[config.mk]
export PLATFORM = sky130hd
export DESIGN_NAME = sparse_polynomial_accumulator_flat
export DESIGN_NICKNAME = d
export VERILOG_FILES = /design/src/design/spa_pkg.sv /design/src/design/spa_channels.sv /design/src/design/sparse_polynomial_accumulator.sv /design/src/design/spa_term_table.sv /design/src/flat_wrapper.sv
export SDC_FILE = /design/constraint.sdc
export NUM_CORES = 2
export LEC_CHECK = 0
export ABC_AREA = 1
export BUFFER_PORTS_ARGS = -buffer_cell sky130_fd_sc_hd__clkbuf_2
export CORE_MARGIN = 2
export CORE_UTILIZATION = 40
export DETAILED_ROUTE_END_ITERATION = 12
export HOLD_SLACK_MARGIN = 0.05
export PLACE_DENSITY = 0.53
export SLEW_MARGIN = 15
export SYNTH_ARGS = -nofsm -noshare
export SYNTH_HDL_FRONTEND = slang
export SYNTH_SLANG_ARGS = --single-unit
export TNS_END_PERCENT = 50
[constraint.sdc]
create_clock -name clock -period 5.5 [get_ports clock]
set_clock_uncertainty 0.1 [all_clocks]
set_input_delay 0 -clock clock [delete_from_list [all_inputs] [get_ports clock]]
set_output_delay 0 -clock clock [all_outputs]
set_load 0.01 [all_outputs]
[src/design/spa_pkg.sv]
// Shared constants, codes and the term record for the sparse polynomial accumulator.
// No dependencies; every other design file uses this package.
`default_nettype none
package spa_pkg;

   localparam int MAX_TERMS = 32;
   localparam int ADDR_W    = (MAX_TERMS > 1) ? $clog2(MAX_TERMS) : 1;
   localparam int CNT_W     = $clog2(MAX_TERMS + 1);

   localparam int COEF_W = 32;
   localparam int EXPO_W = 16;

   localparam logic [1:0] OP_ADD   = 2'd0;
   localparam logic [1:0] OP_READ  = 2'd1;
   localparam logic [1:0] OP_CLEAR = 2'd2;

   localparam logic [1:0] STAT_OK    = 2'd0;
   localparam logic [1:0] STAT_FULL  = 2'd1;
   localparam logic [1:0] STAT_EMPTY = 2'd2;

   typedef struct packed {
      logic [COEF_W-1:0] coef;
      logic [EXPO_W-1:0] expo;
   } term_type;

   // Saturating Q16.16 add.
   function automatic logic [COEF_W-1:0] sat_add(input logic [COEF_W-1:0] a,
                                                 input logic [COEF_W-1:0] b);
      logic [COEF_W:0] sum;
      sum = {a[COEF_W-1], a} + {b[COEF_W-1], b};
      if (sum[COEF_W] != sum[COEF_W-1]) begin
         sat_add = sum[COEF_W] ? {1'b1, {(COEF_W-1){1'b0}}} : {1'b0, {(COEF_W-1){1'b1}}};
      end else begin
         sat_add = sum[COEF_W-1:0];
      end
   endfunction

endpackage
`default_nettype wire

[src/design/spa_channels.sv]
// Request and response channel interfaces (valid/ready) for the accumulator.
// Depends on spa_pkg for field widths.
`default_nettype none
interface spa_req_if;
   logic                                valid;
   logic                                ready;
   logic [1:0]                          operation;
   logic signed [spa_pkg::COEF_W-1:0]   term_coefficient;
   logic signed [spa_pkg::EXPO_W-1:0]   term_exponent;

   modport source (output valid, operation, term_coefficient, term_exponent, input ready);
   modport sink   (input valid, operation, term_coefficient, term_exponent, output ready);
endinterface

interface spa_rsp_if;
   logic                                valid;
   logic                                ready;
   logic signed [spa_pkg::COEF_W-1:0]   out_coefficient;
   logic signed [spa_pkg::EXPO_W-1:0]   out_exponent;
   logic [1:0]                          status;
   logic                                last_term;

   modport source (output valid, out_coefficient, out_exponent, status, last_term, input ready);
   modport sink   (input valid, out_coefficient, out_exponent, status, last_term, output ready);
endinterface
`default_nettype wire

[src/design/sparse_polynomial_accumulator.sv]
// Top level: sorted sparse polynomial table with a sequencer around one compare/add unit.
// Depends on spa_pkg, spa_channels (spa_req_if, spa_rsp_if) and spa_term_table.
//
//   channel | dir | handshake   | payload
//   req     | in  | valid/ready | operation, term_coefficient, term_exponent
//   rsp     | out | valid/ready | out_coefficient, out_exponent, status, last_term
//
// Add: each slot walked is read, then compared/added, over every stored term
//   when a new term is inserted (shift ripples to the end).
// Read: each stored term is fetched, then examined and returned; clear completes in
//   the accepting cycle.
// The term memory's single read port paces the walk; req.ready is high only when idle.
// Reset (synchronous) empties the table; memory contents are not cleared.
// A stalled rsp channel holds the sequencer at its next response.
`default_nettype none
module sparse_polynomial_accumulator (
   input wire logic  clock,
   input wire logic  reset,
   spa_req_if.sink   req,
   spa_rsp_if.source rsp
);
   import spa_pkg::*;

   localparam logic [2:0] S_IDLE   = 3'd0;
   localparam logic [2:0] S_AFETCH = 3'd1;
   localparam logic [2:0] S_AEXAM  = 3'd2;
   localparam logic [2:0] S_RFETCH = 3'd3;
   localparam logic [2:0] S_REXAM  = 3'd4;

   logic [2:0]       state_ff, state_in;
   logic [CNT_W-1:0] idx_ff, idx_in;
   logic [CNT_W-1:0] count_ff, count_in;
   logic             carrying_ff, carrying_in;
   term_type         carry_ff, carry_in;
   term_type         new_ff;

   logic             rsp_valid_ff;
   term_type         rsp_term_ff, rsp_term_in;
   logic [1:0]       rsp_status_ff, rsp_status_in;
   logic             rsp_last_ff, rsp_last_in;
   logic             rsp_load;
   logic             out_free;

   logic             wr_en, rd_en;
   term_type         wr_data, rd_data;
   logic [ADDR_W-1:0] addr;
   logic [COEF_W-1:0] sum;
   logic             full, at_end, last_read;

   spa_term_table u_table (
      .clock   (clock),
      .wr_en   (wr_en),
      .wr_addr (addr),
      .wr_data (wr_data),
      .rd_en   (rd_en),
      .rd_addr (addr),
      .rd_data (rd_data)
   );

   assign out_free  = !rsp_valid_ff || rsp.ready;
   assign addr      = idx_ff[ADDR_W-1:0];
   assign full      = (count_ff == CNT_W'(MAX_TERMS));
   assign at_end    = (idx_ff == count_ff);
   assign last_read = ((idx_ff + CNT_W'(1)) == count_ff);
   assign sum       = sat_add(rd_data.coef, new_ff.coef);
   assign req.ready = (state_ff == S_IDLE);

   always_comb begin
      state_in      = state_ff;
      idx_in        = idx_ff;
      count_in      = count_ff;
      carrying_in   = carrying_ff;
      carry_in      = carry_ff;
      wr_en         = 1'b0;
      wr_data       = new_ff;
      rd_en         = 1'b0;
      rsp_load      = 1'b0;
      rsp_term_in   = new_ff;
      rsp_status_in = STAT_OK;
      rsp_last_in   = 1'b1;

      case (state_ff)
         S_IDLE: begin
            if (req.valid) begin
               idx_in      = '0;
               carrying_in = 1'b0;
               case (req.operation)
                  OP_ADD:   state_in = S_AFETCH;
                  OP_READ:  state_in = S_RFETCH;
                  OP_CLEAR: count_in = '0;
                  default:  state_in = S_IDLE;
               endcase
            end
         end
         S_AFETCH: begin
            if (at_end) begin
               // Walked past every term: append, finish a ripple, or drop.
               if (out_free) begin
                  rsp_load    = 1'b1;
                  state_in    = S_IDLE;
                  carrying_in = 1'b0;
                  if (carrying_ff) begin
                     wr_en    = 1'b1;
                     wr_data  = carry_ff;
                     count_in = count_ff + CNT_W'(1);
                  end else if (full) begin
                     rsp_status_in = STAT_FULL;
                  end else begin
                     wr_en    = 1'b1;
                     count_in = count_ff + CNT_W'(1);
                  end
               end
            end else begin
               rd_en    = 1'b1;
               state_in = S_AEXAM;
            end
         end
         S_AEXAM: begin
            if (carrying_ff) begin
               // Ripple: store the displaced term, pick up the one here.
               wr_en    = 1'b1;
               wr_data  = carry_ff;
               carry_in = rd_data;
               idx_in   = idx_ff + CNT_W'(1);
               state_in = S_AFETCH;
            end else if ($signed(rd_data.expo) > $signed(new_ff.expo)) begin
               idx_in   = idx_ff + CNT_W'(1);
               state_in = S_AFETCH;
            end else if (rd_data.expo == new_ff.expo) begin
               if (out_free) begin
                  wr_en            = 1'b1;
                  wr_data.coef     = sum;
                  rsp_load         = 1'b1;
                  rsp_term_in.coef = sum;
                  state_in         = S_IDLE;
               end
            end else if (full) begin
               if (out_free) begin
                  rsp_load      = 1'b1;
                  rsp_status_in = STAT_FULL;
                  state_in      = S_IDLE;
               end
            end else begin
               wr_en       = 1'b1;
               carry_in    = rd_data;
               carrying_in = 1'b1;
               idx_in      = idx_ff + CNT_W'(1);
               state_in    = S_AFETCH;
            end
         end
         S_RFETCH: begin
            if (count_ff == '0) begin
               if (out_free) begin
                  rsp_load      = 1'b1;
                  rsp_term_in   = '0;
                  rsp_status_in = STAT_EMPTY;
                  state_in      = S_IDLE;
               end
            end else begin
               rd_en    = 1'b1;
               state_in = S_REXAM;
            end
         end
         S_REXAM: begin
            if (out_free) begin
               rsp_load    = 1'b1;
               rsp_term_in = rd_data;
               rsp_last_in = last_read;
               idx_in      = idx_ff + CNT_W'(1);
               state_in    = last_read ? S_IDLE : S_RFETCH;
            end
         end
         default: state_in = S_IDLE;
      endcase
   end

   always_ff @(posedge clock) begin
      if (reset) begin
         state_ff     <= S_IDLE;
         idx_ff       <= '0;
         count_ff     <= '0;
         carrying_ff  <= 1'b0;
         rsp_valid_ff <= 1'b0;
      end else begin
         state_ff    <= state_in;
         idx_ff      <= idx_in;
         count_ff    <= count_in;
         carrying_ff <= carrying_in;
         if (rsp_load) begin
            rsp_valid_ff <= 1'b1;
         end else if (rsp.ready) begin
            rsp_valid_ff <= 1'b0;
         end
      end
   end

   always_ff @(posedge clock) begin
      carry_ff <= carry_in;
      if (req.valid && req.ready) begin
         new_ff.coef <= req.term_coefficient;
         new_ff.expo <= req.term_exponent;
      end
      if (rsp_load) begin
         rsp_term_ff   <= rsp_term_in;
         rsp_status_ff <= rsp_status_in;
         rsp_last_ff   <= rsp_last_in;
      end
   end

   assign rsp.valid           = rsp_valid_ff;
   assign rsp.out_coefficient = rsp_term_ff.coef;
   assign rsp.out_exponent    = rsp_term_ff.expo;
   assign rsp.status          = rsp_status_ff;
   assign rsp.last_term       = rsp_last_ff;

   a_count_bound: assert property (@(posedge clock) disable iff (reset)
      count_ff <= CNT_W'(MAX_TERMS))
      else $error("term count exceeds table size");

   a_idx_bound: assert property (@(posedge clock) disable iff (reset)
      state_ff != S_IDLE |-> idx_ff <= count_ff)
      else $error("walk index past term count");

   a_drop_only_full: assert property (@(posedge clock) disable iff (reset)
      rsp_load && rsp_status_in == STAT_FULL |-> full)
      else $error("term dropped while table has room");

   a_ripple_room: assert property (@(posedge clock) disable iff (reset)
      carrying_ff |-> !full)
      else $error("insert ripple with full table");

   a_reset_empty: assert property (@(posedge clock)
      reset |=> count_ff == '0 && !rsp_valid_ff)
      else $error("table not empty after reset");

endmodule
`default_nettype wire

[src/design/spa_term_table.sv]
// Term storage: one write port, one read port with registered read data.
// Depends on spa_pkg for the term record and address width.
`default_nettype none
module spa_term_table (
   input  wire logic                       clock,
   input  wire logic                       wr_en,
   input  wire logic [spa_pkg::ADDR_W-1:0] wr_addr,
   input  wire spa_pkg::term_type          wr_data,
   input  wire logic                       rd_en,
   input  wire logic [spa_pkg::ADDR_W-1:0] rd_addr,
   output spa_pkg::term_type               rd_data
);
   import spa_pkg::*;

   term_type mem [MAX_TERMS];
   term_type rd_data_ff;

   always_ff @(posedge clock) begin
      if (wr_en) begin
         mem[wr_addr] <= wr_data;
      end
   end

   // Hold read data until the next read so the sequencer can stall on it.
   always_ff @(posedge clock) begin
      if (rd_en) begin
         rd_data_ff <= mem[rd_addr];
      end
   end

   assign rd_data = rd_data_ff;

endmodule
`default_nettype wire
[src/flat_wrapper.sv]
// flat-port wrapper written by rule: the top's interface ports become plain ports
module sparse_polynomial_accumulator_flat import spa_pkg::*;
  (clock, reset, req_valid, req_operation, req_term_coefficient, req_term_exponent, req_ready, rsp_valid, rsp_out_coefficient, rsp_out_exponent, rsp_status, rsp_last_term, rsp_ready);
  spa_req_if req_i ();
  spa_rsp_if rsp_i ();
  input wire logic clock;
  input wire logic reset;
  input wire logic [$bits(req_i.valid)-1:0] req_valid;
  input wire logic [$bits(req_i.operation)-1:0] req_operation;
  input wire logic [$bits(req_i.term_coefficient)-1:0] req_term_coefficient;
  input wire logic [$bits(req_i.term_exponent)-1:0] req_term_exponent;
  output wire logic [$bits(req_i.ready)-1:0] req_ready;
  output wire logic [$bits(rsp_i.valid)-1:0] rsp_valid;
  output wire logic [$bits(rsp_i.out_coefficient)-1:0] rsp_out_coefficient;
  output wire logic [$bits(rsp_i.out_exponent)-1:0] rsp_out_exponent;
  output wire logic [$bits(rsp_i.status)-1:0] rsp_status;
  output wire logic [$bits(rsp_i.last_term)-1:0] rsp_last_term;
  input wire logic [$bits(rsp_i.ready)-1:0] rsp_ready;
  assign req_i.valid = req_valid;
  assign req_i.operation = req_operation;
  assign req_i.term_coefficient = req_term_coefficient;
  assign req_i.term_exponent = req_term_exponent;
  assign req_ready = req_i.ready;
  assign rsp_valid = rsp_i.valid;
  assign rsp_out_coefficient = rsp_i.out_coefficient;
  assign rsp_out_exponent = rsp_i.out_exponent;
  assign rsp_status = rsp_i.status;
  assign rsp_last_term = rsp_i.last_term;
  assign rsp_i.ready = rsp_ready;
  sparse_polynomial_accumulator u_core (.clock(clock), .reset(reset), .req(req_i), .rsp(rsp_i));
endmodule
==> metrics.csv <==
metric,value,unit
worst hold endpoint,u_core.state_ff[1],
"Setup violations, final",0,
Max-slew headroom,22.0,%
worst reg2reg path startpoint,u_core.u_table.rd_data[7],
number of synthesized register bits,1748,
initial antenna violation count,10,
CP startpoint kind,flip-flop,
Area Growth Syn to Fin,14.3,%
hpwl dp,123000,um
hold path depth,7,
DR iter-0 viols,5261,
final setup TNS,0,ns
library cells used by synthesis,50,
family with the most delay on the worst path,simple AND/OR/NAND/NOR gates,
grt total ovfl,0,
Hold Path Class,input port to flip-flop,
Tcrit/Tclk final,76.1,%
most frequent cells in the layout,"1731 x edfxtp_1, 858 x nor2_1, 828 x o21ai_0",
TritonCTS Buffers,179,
crit-path most repeated cell,nand2_1,
VDD IR max,0.277,mV
mapped cell area,71900,sq um
layout cells sized above 1,10.5,%
crit-path max cell delay,0.67,ns
CP bufs+invs,1,
crit path cell chain,"ha_1, nand2_1, nor2_1, nand4_1, nor3_2, nand2_1, o2111ai_2, nand2_1, nor2_4, buf_4",
required time of the critical path,5.84,ns
syn avg cell area,12.6,sq um
number of setup buffers added after CTS,0,
number of vias per cell,5.73,
vias,48000,
sequential share of the synthesized area,72.7,%
number of global-route vias before repair,45500,
"commonest non-fill, non-tap cell in the layout",edfxtp_1,
Crit Path Max Fanout,35,
Final Hold Vio Count,0,
core area,179000,sq um
worst hold start,req_operation[0],
CTS tree,yes,
Tot GR Track Use,23.2,%
Die Span X,428,um
clk buf depth,3,
CP max stage cell,o2111ai_2,
ANT nets after route,0,
cells after synthesis,5709,
MaxCap Viol Count,0,
H-tree lvl count,4,
Die Height,428,um
Starting Density,40.3,%
Synth Flop Type,edfxtp_1,
Stages on worst setup path,10,
status,"complete, no violations",
Die Footprint,183000,sq um
DRT Wirelength,218000,um
Tot Pwr,28.2,mW
worst r2r path cells,10,
Port Buffers,106,
I/O pin cnt,107,
endpoint class of the critical path,flip-flop,
RR Endpoint,u_core.u_table.mem[6][19],
clock latency on the worst-skew pair,0.84,ns
Pleak,28.1,nW
CTS root buffer,clkbuf_16,
Syn Nets,5818,
Yosys warning count,0,
clock-pin slew on the worst setup and hold paths,0.06,ns
largest net degree at the start of global routing,184,
Peak Freq,0.239,GHz
first-pass GRT wire length,316000,um
gpl congestion,0.911,
Avg WL per Cell,25.9,um
row cnt,155,
# nets final,5998,
worst-margin pin slew,1.17,ns
# resized after CTS,0,
Worst R2R Setup Slack,1.31,ns
Tmin final,4.19,ns
Slew Limit Fails,0,
async set-reset flop share out of synthesis,0,%
Setup CP Type,flip-flop to flip-flop,
# DRC,0,
RSZ-0062 raised after global routing,no,
crit path DAT,4.53,ns
# clock sinks,1748,
drt pass-1 iters,6,
power per cell area,342,nW/um^2
number of enable flip-flop cells after synthesis,1731,
-- cells by family (layout without fill, tap and decap cells) --
family / after synthesis / after routing / synth area share, %
compound gates: 1618 / 1618 / 13.2
xor+xnor: 29 / 29 / 0.353
fa+ha+maj: 55 / 55 / 0.967
buf+inv: 603 / 924 / 3.34
flops: 1748 / 1748 / 72.7
other cells: 0 / 3 / 0
simple gates: 1656 / 1656 / 9.39
-- worst min-delay path: cells and delay by family --
| family | cells | cell delay, ns |
|---|---|---|
| buffers and inverters | 2 | 0.63 |
| AOI/OAI and AO/OA | 2 | 0.18 |
| and+or+nand+nor | 3 | 0.18 |
-- routing by layer --
layer,vias to the layer above,track usage [%],share of wire [%]
li1,21500,-,-
met1,24100,34.6,45
met2,2091,35.5,45
met3,270,3.40,7.9
met4,0,5.94,2.0
met5,-,0,0
-- cell type report --
type / count / area [sq um]
inverters: 242 / 975
diodes: 3 / 7.51
fillers: 15900 / 96400
well taps: 2355 / 2950
clock inverters: 95 / 724
flip-flops and latches: 1748 / 52300
clock buffers: 227 / 4720
repair buffers: 360 / 3050
multi-input cells: 3358 / 17500
-- timing repair --
| item | CTS | global route |
|---|---|---|
| endpoints found under the setup margin | 0 | 0 |
| hold buffers | 106 | 0 |
| endpoints found under the hold margin | 115 | 0 |
-- flip-flops by register name, summed over array words and instances (netlist names) --
register,flops
u_core.carrying_ff,1
u_core.carry_ff,48
u_core.u_table.mem,1536
u_core.new_ff,48
u_core.rsp.valid,1
u_core.state_ff,3
u_core.rsp.out_exponent,16
u_core.count_ff,6
u_core.u_table.rd_data,48
u_core.idx_ff,6
u_core.rsp.status,2
u_core.rsp.last_term,1
u_core.rsp.out_coefficient,32
-- synthesized netlist by cell type (21+ instances only) --
cell	number	area [sq um]
a22oi_1	33	248
o22ai_1	386	2410
o221ai_1	31	272
clkbuf_1	281	1050
nor2_1	874	3280
buf_2	54	270
edfxtp_1	1731	52000
nand3_1	126	631
or2_2	31	194
a22o_1	81	709
a21oi_1	130	651
o21ai_0	835	4180
ha_1	54	676
a221oi_1	92	806
nand2_1	536	2010
inv_1	230	863
nand4_1	21	131
-- per-stage QoR --
step	area (sq um)	std cells	hold WS (ns)	util, %	setup slack, ns
after floorplan	71900	5709	-0.00113	-	1.10
after global placement	75700	7957	0.0807	42.4	1.41
after detailed placement	75700	7957	0.0787	42.4	1.34
after CTS	82300	8385	0.0614	46.1	1.33
after global routing	82300	8386	0.204	46.1	1.03
final	82300	8388	0.126	46.1	1.31
-- how the worst max path moves through the flow --
stage / slack, ns / startpoint / end
after global routing: 1.03 / u_core.new_ff[16] / u_core.u_table.mem[12][16]
final: 1.31 / u_core.u_table.rd_data[7] / u_core.u_table.mem[6][19]
after global placement: 1.41 / u_core.new_ff[16] / u_core.u_table.mem[21][45]
after detailed placement: 1.34 / u_core.new_ff[16] / u_core.u_table.mem[24][45]
after CTS: 1.33 / u_core.new_ff[16] / u_core.u_table.mem[19][45]
after floorplan: 1.10 / u_core.u_table.rd_data[15] / u_core.u_table.mem[14][0]
-- where the power goes --
group,internal [mW],switching (mW)
combinational,0.397,1.21
sequential,15.0,0.0515
clock,6.44,5.07
Power figures use the tool's default switching activity.
